File: src/hdl/point_light_attenuation_core_defines.svh
// Assertion macros shared by the point light attenuation RTL.
// Needs clk and rst_n in the scope where a macro is used.
`ifndef POINT_LIGHT_ATTENUATION_CORE_DEFINES_SVH
`define POINT_LIGHT_ATTENUATION_CORE_DEFINES_SVH

// Check a property at every clock edge outside reset
`define PLA_ASSERT(lbl, prop, msg) \
  lbl: assert property (@(posedge clk) disable iff (!rst_n) prop) else $error(msg);

// Check a property at every clock edge, reset included
`define PLA_ASSERT_RST(lbl, prop, msg) \
  lbl: assert property (@(posedge clk) prop) else $error(msg);

`endif

File: src/hdl/pla_pkg.sv
// Types and constants of the point light attenuation core.
// No dependencies; used by every module of the block.
package pla_pkg;

  localparam int COORD_W     = 24;
  localparam int COEF_W      = 24;
  localparam int SQ_W        = 50;
  localparam int DIST_W      = 25;
  localparam int DEN_W       = 51;
  localparam int QUOT_W      = 8;
  localparam int LANES       = 3;
  localparam int SQRT_STAGES = 25;

  localparam logic [COEF_W-1:0] COEF_ONE = 24'h010000;

  typedef enum logic [2:0] {
    CFG_LIGHT_X        = 3'd0,
    CFG_LIGHT_Y        = 3'd1,
    CFG_LIGHT_Z        = 3'd2,
    CFG_LIGHT_RGB      = 3'd3,
    CFG_COEF_CONSTANT  = 3'd4,
    CFG_COEF_LINEAR    = 3'd5,
    CFG_COEF_QUADRATIC = 3'd6,
    CFG_AMBIENT_MODE   = 3'd7
  } cfg_idx_t;

  typedef struct packed {
    logic signed [COORD_W-1:0] point_x;
    logic signed [COORD_W-1:0] point_y;
    logic signed [COORD_W-1:0] point_z;
  } in_req_t;

  typedef struct packed {
    logic [7:0] out_red;
    logic [7:0] out_green;
    logic [7:0] out_blue;
    logic       clipped;
  } out_rsp_t;

  // Special-case flags decided from the denominator
  typedef struct packed {
    logic             zero;
    logic [LANES-1:0] sat;
  } div_flags_t;

endpackage

File: src/hdl/pla_sqrt.sv
// Pipelined integer square root, one result bit per register stage.
// Depends on pla_pkg.
module pla_sqrt
  import pla_pkg::*;
(
  input  logic              clk,
  input  logic              rst_n,
  input  logic              en,
  input  logic              in_valid,
  input  logic [SQ_W-1:0]   in_sq,
  output logic              out_valid,
  output logic [DIST_W-1:0] out_root
);

  logic [SQ_W-1:0] rem_r   [SQRT_STAGES];
  logic [SQ_W-1:0] res_r   [SQRT_STAGES];
  logic [SQ_W-1:0] rem_nxt [SQRT_STAGES];
  logic [SQ_W-1:0] res_nxt [SQRT_STAGES];
  logic            vld_r   [SQRT_STAGES];

  for (genvar g = 0; g < SQRT_STAGES; g++) begin : g_stage
    localparam logic [SQ_W-1:0] BIT_VAL = SQ_W'(1) << (SQ_W - 2 - 2 * g);
    logic [SQ_W-1:0] rem_in;
    logic [SQ_W-1:0] res_in;
    logic            vld_in;
    logic [SQ_W:0]   trial;

    if (g == 0) begin : g_first
      assign rem_in = in_sq;
      assign res_in = '0;
      assign vld_in = in_valid;
    end else begin : g_next
      assign rem_in = rem_r[g-1];
      assign res_in = res_r[g-1];
      assign vld_in = vld_r[g-1];
    end

    // Try one root bit and keep it when the remainder allows
    always_comb begin
      trial = {1'b0, res_in} + {1'b0, BIT_VAL};
      if ({1'b0, rem_in} >= trial) begin
        rem_nxt[g] = rem_in - trial[SQ_W-1:0];
        res_nxt[g] = (res_in >> 1) + BIT_VAL;
      end else begin
        rem_nxt[g] = rem_in;
        res_nxt[g] = res_in >> 1;
      end
    end

    // Advance the stage
    always_ff @(posedge clk) begin
      if (!rst_n) begin
        vld_r[g] <= 1'b0;
      end else if (en) begin
        vld_r[g] <= vld_in;
      end
      if (en) begin
        rem_r[g] <= rem_nxt[g];
        res_r[g] <= res_nxt[g];
      end
    end
  end

  assign out_valid = vld_r[SQRT_STAGES-1];
  assign out_root  = res_r[SQRT_STAGES-1][DIST_W-1:0];

endmodule

File: config.mk
export PLATFORM = sky130hd
export DESIGN_NAME = pla_sqrt
export DESIGN_NICKNAME = d
export VERILOG_FILES = /design/src/hdl/point_light_attenuation_core_defines.svh /design/src/hdl/pla_pkg.sv /design/src/hdl/pla_sqrt.sv
export SDC_FILE = /design/constraint.sdc
export NUM_CORES = 2
export LEC_CHECK = 0
export BUFFER_PORTS_ARGS = -buffer_cell sky130_fd_sc_hd__buf_4
export CAP_MARGIN = 20
export CORE_ASPECT_RATIO = 0.5
export CORE_UTILIZATION = 60
export CTS_CLUSTER_DIAMETER = 100
export DETAILED_ROUTE_END_ITERATION = 16
export PLACE_DENSITY = 0.81
export SLEW_MARGIN = 10
export SYNTH_ARGS = -nofsm -noshare
export SYNTH_HDL_FRONTEND = slang
export SYNTH_SLANG_ARGS = --single-unit
File: constraint.sdc
create_clock -name clk -period 3.7 [get_ports clk]
set_input_delay 0.74 -clock clk [delete_from_list [all_inputs] [get_ports clk]]
set_output_delay 0.74 -clock clk [all_outputs]
set_load 0.02 [all_outputs]
### Yosys cells after proc, flatten, opt, wreduce, memory -nomap -nowiden

Memory sizes are Yosys's and may differ from the RTL's.
Index checks and enable logic that the tools add are counted.

| word-level totals | value |
|---|---|
| bits in registers | 0 |
| bits in writable memories | 2525 |
| memories | 3 |

| cells by class | value |
|---|---|
| $add $sub $neg | 73 |
| mux-type cells | 80 |
| order comparisons | 25 |
| bitwise operators | 25 |

Memories:

| name | words | width | read ports | clocked after Yosys merged registers in | wr ports | RTL line | text |
|---|---|---|---|---|---|---|---|
| rem_r | 25 | 50 | 24 | 0 | 25 | pla_sqrt.sv:15 | `logic [SQ_W-1:0] rem_r [SQRT_STAGES];` |
| res_r | 25 | 50 | 25 | 0 | 25 | pla_sqrt.sv:16 | `logic [SQ_W-1:0] res_r [SQRT_STAGES];` |
| vld_r | 25 | 1 | 25 | 0 | 25 | pla_sqrt.sv:19 | `logic vld_r [SQRT_STAGES];` |

Operators with widths:

| cell | count |
|---|---|
| $mux 50 | 49 |
| $ge 50x51->1 | 24 |
| $sub 50x50->50 | 24 |
| $add 50x1->51 const B | 1 |
| $add 50x11->51 const B | 1 |
| $add 50x13->51 const B | 1 |
| $add 50x15->51 const B | 1 |
| $add 50x17->51 const B | 1 |
| $add 50x19->51 const B | 1 |
| $add 50x21->51 const B | 1 |
| $add 50x23->51 const B | 1 |
| $add 50x25->51 const B | 1 |
| $add 50x27->51 const B | 1 |
| $add 50x29->51 const B | 1 |
| $add 50x3->51 const B | 1 |
| $add 50x31->51 const B | 1 |
| $add 50x33->51 const B | 1 |
| $add 50x35->51 const B | 1 |
| $add 50x37->51 const B | 1 |
| $add 50x39->51 const B | 1 |
| $add 50x41->51 const B | 1 |
| $add 50x43->51 const B | 1 |
| $add 50x45->51 const B | 1 |
| $add 50x47->51 const B | 1 |
| 32 further kinds | 85 |

### Logic depth before layout (Yosys ltp)

| depth | value |
|---|---|
| word-level depth | 4 |
| mapped depth | 14 |

### Worst setup path after synthesis

No wires, ideal clock.

| path | value |
|---|---|
| path type | register to register |
| start | memory rem_r[20][28] (netlist: rem_r[5][28]) |
| end | memory rem_r[21][49] (netlist: rem_r[5][99]) (data pin) |
| arrival time | 3.110 ns |
| buffers on the path | 2 |
| cell stages (with the launch flop) | 13 |
| data required time | 3.429 ns |
| path slack | 0.319 ns |
| path through | edfxtp_1 ha_1 clkbuf_1 or4b_2 nor4_1 nand3_1 nand4b_1 nor4_2 o211ai_1 or3b_1 buf_6 nor4_1 xor2_1 |

RTL lines:

| element | RTL line |
|---|---|
| start, declared | pla_sqrt.sv:15 |

==> summary.txt <==
Run
  – Max cap viols: 0

Timing
  – Max Slew Vio Count: 0
  – Hold Slack: 0.138 ns
  – Setup TNS Final: 0 ns
  – RSZ-0062 raised after global routing: yes
  – Fin. Hold Viols: 0
  – Highest clock rate: 271 MHz
  – Slew HR: 29.9%
  – Max Clock Skew: 0.0271 ns
  – Final period util: between 90 and 100%
  – Fin crit period: 3.69 ns
  – Slew at the pin closest to its max-slew limit: 1.04 ns
  – Final setup viols: 0

Floorplanning
  – Starting Density: 60.5%
  – # IOs: 80
  – Die area: 123000 µm²
  – Die H: 249 µm
  – Number of cell rows: 90
  – Die X-Extent: slightly below 500 µm
  – CORE AREA: 121000 µm²

Cells and area
  – Sequential standard cell area: between 40000 and 50000 µm²
  – Layout cells sized above 1: 8.08%
  – Most frequent cells in the layout: 1549 x edfxtp_1, 423 x inv_1, 364 x nor2_1
  – Area Growth Syn to Fin: 10.9%
  – Number of antenna cells inserted: 0
  – Multi-input logic area: around 24000 µm²
  – Fillers: 7980
  – Commonest non-fill, non-tap cell in the layout: edfxtp_1
  – Final #Nets: 6317

CTS
  – H-Tree Depth: 4
  – Inserted Clock Buffers: 136
  – Root Buffer Master: clkbuf_16
  – Clk_lat worst skew: 0.77 ns
  – CTS tree: done
  – Clk slew on worst S/H paths: 0.07 ns
  – Clock sinks: around 1600
  – Post-cts hold buffer count: 0
  – Clk buf depth: 3

Synthesis
  – Synthesized area per cell: 12.8 µm²
  – Asr flop ratio synth: 0%
  – EDFF count, synth: about 1500
  – Synth top area cells: edfxtp_1 64%, ha_1 5.9%, xnor2_1 3.1%
  – Number of distinct library cells after synthesis: 88
  – Ys Warns: 0
  – Top FF cell, synth: edfxtp_1
  – Sequential area share after synthesis: 63.8%
  – Dominant cell type by area after synthesis: edfxtp_1
  – Mapped Area: roughly 73000 µm²
  – Top-area cell type share of the netlist area: 63.7%
  – Seq cells post-synth: 1550
  – Synth Net Count: between 6000 and 7000
  – Synth Instances: roughly 5700

GRT
  – Initial antenna violation count: 1
  – GRT met3 Usage: under 10%
  – Largest net degree at the start of global routing: 143
  – Vias in the first global route: 45762
  – Global-route wire length before repair: 225000 µm
  – Gr usage total: between 20% and 30%
  – Met2 GRT Util: 42.5%
  – Met1 Use GR: roughly 24%
  – Gr ovfl total: 0
  – GRT busiest layer: met2

Route
  – Drt first pass iters: 6
  – Final ANT Viol Nets: 0
  – DR vias: 44860
  – Drt drc: 0
  – Wire per inst: 18.4 µm
  – Detailed Route WL: 140000 µm
  – Initial DRC Count: between 3000 and 4000
  – Vias/cell: 5.87

Worst setup path
  – Critical path peak fanout: 4
  – Crit Path Class: reg -> reg
  – Startpoint Class: flop
  – Reg2reg setup slack: 0.01 ns
  – Arr. time, crit path: around 4.2 ns
  – CP Capture Type: flop
  – WP data required: 4.21 ns

Power
  – Pleak: 30.9 nW
  – Cell Pwr Density: 583 nW/µm²
  – VDD IR-drop max: 0.460 mV

Outcome
  – Status: finished clean

Place
  – Post-DP HPWL: 99000 µm
  – RePlAce Congestion: 1.04
  – Buffers on Ports: 79

Hold path
  – Worst min path class: in -> reg
power breakdown:
part           switching [mW]  internal [mW]
Combinational            5.11           3.82
Sequential               1.50           22.1
Clock                    6.44           8.20
cell type report:
cell class                 count  area share (%)
inverter                     426            1.98
timing repair buffer         195            2.09
clock buffer                 167            4.38
sequential                  1550            57.5
tap                         1610            2.49
multi-input combinational   3608            30.2
clock inverter                81            1.32
metrics by stage:
stage / worst slack [ns] / std cells / total power [mW] / util (%) / area, µm²
global route: -0.0868 / 7637 / 49.2 / 67.1 / 80900
floorplan: 0.319 / 5702 / 29.8 / - / 73000
CTS: 0.00709 / 7631 / 47.2 / 67.0 / 80800
finish: 0.0123 / 7637 / 47.2 / 67.1 / 80900
global placement: -0.336 / 7383 / 32.1 / 63.2 / 76200
detailed placement: -0.363 / 7383 / 32.6 / 63.2 / 76200
per-layer routing:
metal  share of wire, %  routed length [µm]
met4                6.1                8590
met1                 37               52300
met2                 53               73800
met5                  0                   0
met3                4.0                5660
final timing paths:
check                  end          start  cells past startpoint
max reg2reg  rem_r[4][193]  rem_r[4][136]                     10
max          rem_r[4][193]  rem_r[4][136]                     10
min reg2reg  res_r[1][376]  res_r[1][327]                      0
min           rem_r[0][44]      in_sq[44]                      1
sequential cells by signal, summed over array words and instances (netlist names):
signal and flops:
res_r 325, vld_r 25, rem_r 1200
worst max-delay path: stages, from the launching register on:
cell       delay, ns
edfxtp_1        0.44
or4_1           0.59
nor4_1          0.56
and3_1          0.26
a21oi_1         0.08
and4_1          0.21
a2111oi_2       0.52
nand2_1         0.19
buf_4           0.19
or2_2           0.27
xnor2_1         0.12
logic make-up (layout without fill, tap and decap cells):
group | after synthesis | after routing | synth area share (%)
and+or+nand+nor | 1665 | 1665 | 11.8
muxes | 48 | 48 | 0.727
buffers and inverters | 544 | 869 | 2.86
xor gates and xnor gates | 515 | 515 | 6.18
AOI/OAI and AO/OA | 1034 | 1034 | 8.77
adders and majority gates | 346 | 346 | 5.93
DFF | 1550 | 1550 | 63.8
synthesized netlist by cell type (19+ instances only):
cell      instances
xnor2_1         261
nor2_1          365
inv_1           423
edfxtp_1       1549
xor2_1          254
nor4_1          195
nand4_1          71
clkbuf_1        103
ha_1            346
o21a_1           60
nand2_1         363
o211ai_1         19
o21ai_0         255
nand2b_1         66
and2_1           19
nor4b_1          22
and3_1           57
a21oi_1         347
nand3_1          87
nor3_1          174
or2_2            21
nor2b_1          51
mux2_2           36
o31ai_1          28
or3_1            54
a31oi_1          26
or4_1            38
a21o_1          142
repair_timing:
item,in CTS,in global routing
cloned,0,1
endpoints found under the hold margin,0,0
pin swaps,1,3
endpoints found under the setup margin,19,72
gates resized for setup,5,18
setup buffers,0,5
Note: power is estimated with default switching activity, not from simulation.
