==> src/hdl/point_light_attenuation_core_defines.svh <==
// Assertion macros shared by the point light attenuation RTL.
// Needs clk and rst_n in the scope where a macro is used.
`ifndef POINT_LIGHT_ATTENUATION_CORE_DEFINES_SVH
`define POINT_LIGHT_ATTENUATION_CORE_DEFINES_SVH

// Check a property at every clock edge outside reset
`define PLA_ASSERT(lbl, prop, msg) \
  lbl: assert property (@(posedge clk) disable iff (!rst_n) prop) else $error(msg);

// Check a property at every clock edge, reset included
`define PLA_ASSERT_RST(lbl, prop, msg) \
  lbl: assert property (@(posedge clk) prop) else $error(msg);

`endif

==> src/hdl/pla_pkg.sv <==
// Types and constants of the point light attenuation core.
// No dependencies; used by every module of the block.
package pla_pkg;

  localparam int COORD_W     = 24;
  localparam int COEF_W      = 24;
  localparam int SQ_W        = 50;
  localparam int DIST_W      = 25;
  localparam int DEN_W       = 51;
  localparam int QUOT_W      = 8;
  localparam int LANES       = 3;
  localparam int SQRT_STAGES = 25;

  localparam logic [COEF_W-1:0] COEF_ONE = 24'h010000;

  typedef enum logic [2:0] {
    CFG_LIGHT_X        = 3'd0,
    CFG_LIGHT_Y        = 3'd1,
    CFG_LIGHT_Z        = 3'd2,
    CFG_LIGHT_RGB      = 3'd3,
    CFG_COEF_CONSTANT  = 3'd4,
    CFG_COEF_LINEAR    = 3'd5,
    CFG_COEF_QUADRATIC = 3'd6,
    CFG_AMBIENT_MODE   = 3'd7
  } cfg_idx_t;

  typedef struct packed {
    logic signed [COORD_W-1:0] point_x;
    logic signed [COORD_W-1:0] point_y;
    logic signed [COORD_W-1:0] point_z;
  } in_req_t;

  typedef struct packed {
    logic [7:0] out_red;
    logic [7:0] out_green;
    logic [7:0] out_blue;
    logic       clipped;
  } out_rsp_t;

  // Special-case flags decided from the denominator
  typedef struct packed {
    logic             zero;
    logic [LANES-1:0] sat;
  } div_flags_t;

endpackage

==> src/hdl/pla_div.sv <==
// Pipelined 8-bit quotient divider for the three color lanes, plus the
// zero and saturation flags. Depends on pla_pkg.
module pla_div
  import pla_pkg::*;
(
  input  logic                    clk,
  input  logic                    rst_n,
  input  logic                    en,
  input  logic                    in_valid,
  input  logic [DEN_W-1:0]        in_den,
  input  logic [LANES*8-1:0]      in_rgb,
  output logic                    out_valid,
  output logic [LANES*QUOT_W-1:0] out_quot,
  output div_flags_t              out_flags
);

  localparam int NUM_W = 8 + 16;
  localparam int CMP_W = DEN_W + QUOT_W;

  logic [NUM_W-1:0]  rem_r   [QUOT_W][LANES];
  logic [QUOT_W-1:0] quo_r   [QUOT_W][LANES];
  logic [NUM_W-1:0]  rem_nxt [QUOT_W][LANES];
  logic [QUOT_W-1:0] quo_nxt [QUOT_W][LANES];
  logic [DEN_W-1:0]  den_r   [QUOT_W];
  div_flags_t        flg_r   [QUOT_W];
  logic              vld_r   [QUOT_W];
  div_flags_t        flg_first;

  // Decide zero and saturation from the incoming denominator
  always_comb begin
    flg_first.zero = (in_den == '0);
    for (int l = 0; l < LANES; l++) begin
      flg_first.sat[l] = !flg_first.zero &&
        (in_den <= DEN_W'({in_rgb[8*(LANES-1-l) +: 8], 8'h00}));
    end
  end

  for (genvar g = 0; g < QUOT_W; g++) begin : g_stage
    localparam int K = QUOT_W - 1 - g;
    logic [DEN_W-1:0]  den_in;
    div_flags_t        flg_in;
    logic              vld_in;
    logic [CMP_W-1:0]  dsh;
    logic [NUM_W-1:0]  rin [LANES];
    logic [QUOT_W-1:0] qin [LANES];

    if (g == 0) begin : g_first
      assign den_in = in_den;
      assign flg_in = flg_first;
      assign vld_in = in_valid;
      for (genvar l = 0; l < LANES; l++) begin : g_lane
        assign rin[l] = {in_rgb[8*(LANES-1-l) +: 8], 16'h0000};
        assign qin[l] = '0;
      end
    end else begin : g_next
      assign den_in = den_r[g-1];
      assign flg_in = flg_r[g-1];
      assign vld_in = vld_r[g-1];
      for (genvar l = 0; l < LANES; l++) begin : g_lane
        assign rin[l] = rem_r[g-1][l];
        assign qin[l] = quo_r[g-1][l];
      end
    end

    assign dsh = {{QUOT_W{1'b0}}, den_in} << K;

    // Compare and subtract one quotient bit per lane
    always_comb begin
      for (int l = 0; l < LANES; l++) begin
        if (CMP_W'(rin[l]) >= dsh) begin
          rem_nxt[g][l] = rin[l] - dsh[NUM_W-1:0];
          quo_nxt[g][l] = qin[l] | (QUOT_W'(1) << K);
        end else begin
          rem_nxt[g][l] = rin[l];
          quo_nxt[g][l] = qin[l];
        end
      end
    end

    // Advance the stage
    always_ff @(posedge clk) begin
      if (!rst_n) begin
        vld_r[g] <= 1'b0;
      end else if (en) begin
        vld_r[g] <= vld_in;
      end
      if (en) begin
        den_r[g] <= den_in;
        flg_r[g] <= flg_in;
        for (int l = 0; l < LANES; l++) begin
          rem_r[g][l] <= rem_nxt[g][l];
          quo_r[g][l] <= quo_nxt[g][l];
        end
      end
    end
  end

  assign out_valid = vld_r[QUOT_W-1];
  assign out_flags = flg_r[QUOT_W-1];
  for (genvar l = 0; l < LANES; l++) begin : g_out
    assign out_quot[QUOT_W*(LANES-1-l) +: QUOT_W] = quo_r[QUOT_W-1][l];
  end

endmodule

==> config.mk <==
export PLATFORM = sky130hd
export DESIGN_NAME = pla_div
export DESIGN_NICKNAME = d
export VERILOG_FILES = /design/src/hdl/point_light_attenuation_core_defines.svh /design/src/hdl/pla_pkg.sv /design/src/hdl/pla_div.sv
export SDC_FILE = /design/constraint.sdc
export NUM_CORES = 2
export LEC_CHECK = 0
export BUFFER_PORTS_ARGS = -buffer_cell sky130_fd_sc_hd__clkbuf_2
export CORE_ASPECT_RATIO = 1.4
export CORE_MARGIN = 2
export CORE_UTILIZATION = 55
export DETAILED_ROUTE_END_ITERATION = 6
export PLACE_DENSITY = 0.73
export SLEW_MARGIN = 20
export SYNTH_ARGS = -nofsm -noshare
export SYNTH_HDL_FRONTEND = slang
export SYNTH_SLANG_ARGS = --single-unit
==> constraint.sdc <==
create_clock -name clk -period 3 [get_ports clk]
set_input_delay 0.15 -clock clk [delete_from_list [all_inputs] [get_ports clk]]
set_output_delay 0.15 -clock clk [all_outputs]
set_load 0.01 [all_outputs]
**Word-level counts from Yosys, hierarchy flattened**

Memory sizes are Yosys's and may differ from the RTL's.
Index checks and enable logic that the tools add are counted.

- Register bits: 0
- Memory bits (writable): 1216
- Output and inout bits: 29
- Word-level logic and storage cells: 130
- Memories kept: 5

Memory list:

| memory | depth | width | read ports | clocked after memory_dff | write ports | RTL line | source |
|---|---|---|---|---|---|---|---|
| rem_r | 8 | 72 | 7 | 0 | 8 | pla_div.sv:20 | `logic [NUM_W-1:0] rem_r [QUOT_W][LANES];` |
| den_r | 8 | 51 | 7 | 0 | 8 | pla_div.sv:24 | `logic [DEN_W-1:0] den_r [QUOT_W];` |
| quo_r | 8 | 24 | 8 | 0 | 8 | pla_div.sv:21 | `logic [QUOT_W-1:0] quo_r [QUOT_W][LANES];` |
| flg_r | 8 | 4 | 8 | 0 | 8 | pla_div.sv:25 | `div_flags_t flg_r [QUOT_W];` |
| vld_r | 8 | 1 | 8 | 0 | 8 | pla_div.sv:26 | `logic vld_r [QUOT_W];` |

- Add/sub/neg operators: 24
- Magnitude comparators: 27
- Muxes and demuxes: 61
- Bitwise logic cells: 8
- Reduce and logical (&&, ||, !) cells: 5

Operators with widths:

| cell | number |
|---|---|
| $mux 24 | 24 |
| $sub 24x24->24 | 24 |
| $ge 24x58->1 | 3 |
| $ge 24x57->1 | 3 |
| $ge 24x56->1 | 3 |
| $ge 24x55->1 | 3 |
| $ge 24x54->1 | 3 |
| $ge 24x53->1 | 3 |
| $ge 24x52->1 | 3 |
| $ge 24x51->1 | 3 |
| $le 51x16->1 | 3 |
| $logic_not 51->1 | 1 |
| $mux 8 | 3 |
| $mux 7 | 3 |
| $mux 6 | 3 |
| $mux 1 | 16 |
| $mux 5 | 3 |
| $mux 4 | 3 |
| $mux 3 | 3 |
| $or 1x1->1 | 8 |
| $mux 2 | 3 |
| $logic_and 1x1->1 | 3 |
| $logic_not 1->1 | 1 |

**Longest topological paths before layout**

- Depth in word-level cells: 4
- Mapped depth: 14

**Least setup slack after synthesis**

OpenSTA, ideal clock, no wires.

- Kind: register to register
- From: memory den_r[4][1], in the netlist den_r[2][1]
- To: memory rem_r[5][29] (netlist name), data pin
- Arrival: 2904 ps
- Data required time: 2740 ps
- Path slack: -164 ps
- Cell stages (with the launch flop): 14
- Buffers on the path: 1
- Period minus slack after synthesis: 3164 ps
- Cell sequence: edfxtp_1 inv_1 ha_1 nor2b_2 o21ai_2 o2111ai_2 o31ai_4 o41ai_2 a2111oi_2 nor2_2 a41oi_2 nor3_4 buf_6 mux2_4

RTL lines:

| element | RTL line |
|---|---|
| start, declared | pla_div.sv:24 |
| end, declared | pla_div.sv:20 |

==> flow_summary.yaml <==
finish:
  final_common_cell: "buf_4"
  final_util_pct: 73.0
  nNetsFinal: 6539
  layout-drive-gt1-share_pct: 30.8
  most-common-layout-cells: "buf_4, edfxtp_1, ha_1, nand2_1, a21oi_1"
  final_area_sq_um: 70800
  area_growth_pct: 31.5
sta:
  max-slew-margin-rel_pct: 36.0
  fin_crit_ns: 3.36
  clock.fmax_ghz: 0.297
  worstMarginPinSlew_ns: 0.954
  final-setup-viol-count: 317
  slew_viol_final: 0
  period_share_pct: 112
  skew_ns: 0.0613
  fin_ws_ns: -0.364
  finalSetupTns_ns: -37.99
  rsz0062_at_grt: "true"
  hold_violations: 0
placed_design:
  dp_hpwl_mm: 123
  placed_cell_area_sq_um: 63400
  dp_worst_setup_slack_ns: -0.504
  place_congestion: 0.995
  io_buffers: 107
clock_tree:
  clockRootBuffer: "clkbuf_16"
  clk_pin_slew_ns: 0.07
  cts-htree-levels: 3
  cts_buffers: 90
  cts_buffer_depth: 3
  clock_insertion_delay_worst_skew_ns: 0.73
  cts.sinks: 925
  cts_tree: "built"
logic_synthesis:
  async_reset_ff_share_pct: 0
  synth-edff-count: 924
  yosysUniqueCellTypes: 99
  synth_top_flop_cell: "edfxtp_1"
  synth-seq-area-share_pct: 51.6
  yosysWarnings: 0
  synth_area_sq_um: 53800
  syn_nets: 5263
  synth_seq_cells: 925
  syn_inst: 4679
  synth_area_per_cell_sq_um: 11.5
global_routing:
  track_usage_pct: 32.0
  gr-total-overflow: 0
  grt_pass1_wl_mm: 240
  met2_usage_pct: 60.0
  met3_usage_pct: 3.20
  grt_max_degree: 74
  met1_usage_pct: 29.2
  grt_antenna_before_repair: 2
  grt_pass1_vias: 43500
  grt.busiest_layer: "met2"
detailed_routing:
  dr.pass1.iters: 6
  drt-wirelength-per-cell_um: 22.8
  vias: 42400
  drt_iter0_markers: 2585
  drcViolationCount: 0
  vias_per_cell: 5.78
  ant_nets: 0
  routed_wl_mm: 167
critical_path:
  cp-start-kind: "flip-flop"
  path_class: "reg -> reg"
  critPathRequiredTime_ns: 3.48
  cp.arrival_ns: 3.84
  r2r_start: "den_r[2][52]"
  startpoint: "den_r[2][52]"
  endpoint_kind: "flip-flop"
  cp_max_fo: 10
die:
  coreArea_sq_um: 97000
  num_rows: 135
  ioPinCount: 108
  die_area_sq_um: 100000
  die_x_um: 268
  floorplan.initialDensity_pct: 55.5
  die_h_um: 374
power_and_ir_drop:
  power_density_nw_per_um2: 501
  p_leak_uw: 0.0304
  max-vdd-ir-drop_v: 0.000515
worst_hold_path:
  min_from: "in_den[40]"
  hp-class: "in -> reg"
run:
  drv_cap: 0
outcome:
  violations: "negative setup slack"
  outcome: "finished, violations left"
sequential cells by signal (all words and copies together) (netlist names):
register	flops
vld_r	8
rem_r	420
quo_r	108
den_r	357
flg_r	32
final timing paths:
| check | slack, ns | cells past startpoint | end |
|---|---|---|---|
| setup / recovery | -0.36 | 14 | rem_r[6][69] |
| hold / removal | 0.17 | 2 | den_r[0][40] |
| setup reg to reg | -0.36 | 14 | rem_r[6][69] |
| hold reg to reg | 0.40 | 0 | quo_r[5][20] |
repair_timing:
item,CTS,global route
setup endpoints to repair,362,388
cloned,10,17
hold buffers,79,0
pin swaps,90,132
gates resized for setup,277,302
setup buffers,51,64
endpoints found under the hold margin,137,0
cells in the mapped netlist (all sizes together), types with 66 or more instances:
library cell  count  area (sq um)
xor2            120          1050
xnor2           190          1660
nor4             66           413
nand4            78           488
a21oi           339          1710
nor2            237           895
o21ai           367          1840
nand3            66           330
nor3             81           422
a21o            180          1350
mux2            142          1660
ha              487          6090
nor2b            66           415
edfxtp          924         27700
inv             287          1080
nand2b           71           444
o21a             73           548
nand2           370          1390
cell type report:
type,instances,area [sq um]
diodes,1,2.50
clock buffers,101,2290
clock inverters,68,743
fillers,6768,26200
inverters,287,1080
multi-input cells,3383,26600
flip-flops and latches,925,27800
well taps,1301,1630
repair buffers,1268,10600
critical path, cell delays in order (launching register included):
cell	delay, ns
edfxtp_1	0.43
inv_2	0.11
buf_6	0.12
ha_4	0.19
nor2b_4	0.12
o31a_1	0.33
o31ai_4	0.32
a211oi_4	0.15
a211oi_2	0.30
o21a_1	0.21
o21ai_2	0.08
and2_4	0.22
buf_12	0.14
buf_16	0.14
mux2_2	0.27
stage by stage:
stage | power [uW] | hold slack (ns) | std cells
final | 35500 | 0.169 | 7334
after floorplan | 19700 | 0.249 | 4679
after global placement | 23000 | 0.345 | 6957
after detailed placement | 23100 | 0.345 | 6957
after global routing | 36800 | 0.174 | 7334
after CTS | 35000 | 0.123 | 7262
metal layers:
metal / part of all wire [%] / up-vias
met5: 0 / -
met4: 12 / 0
met3: 3.3 / 657
met2: 53 / 1373
met1: 32 / 20300
li1: - / 20100
where the power goes:
part	internal, uW	total [uW]	switching, uW
registers	15100	15600	481
clock network	6340	11600	5290
logic	3920	8240	4320
cell families after synthesis:
| group | count (synthesis) | synth area share (%) |
|---|---|---|
| AOI/OAI and AO/OA | 1246 | 14.7 |
| and+or+nand+nor | 1170 | 10.6 |
| DFF | 925 | 51.6 |
| adders and majority gates | 505 | 12.0 |
| buffers and inverters | 371 | 2.75 |
| xor gates and xnor gates | 310 | 5.04 |
| muxes | 152 | 3.28 |
Power figures use the tool's default switching activity.
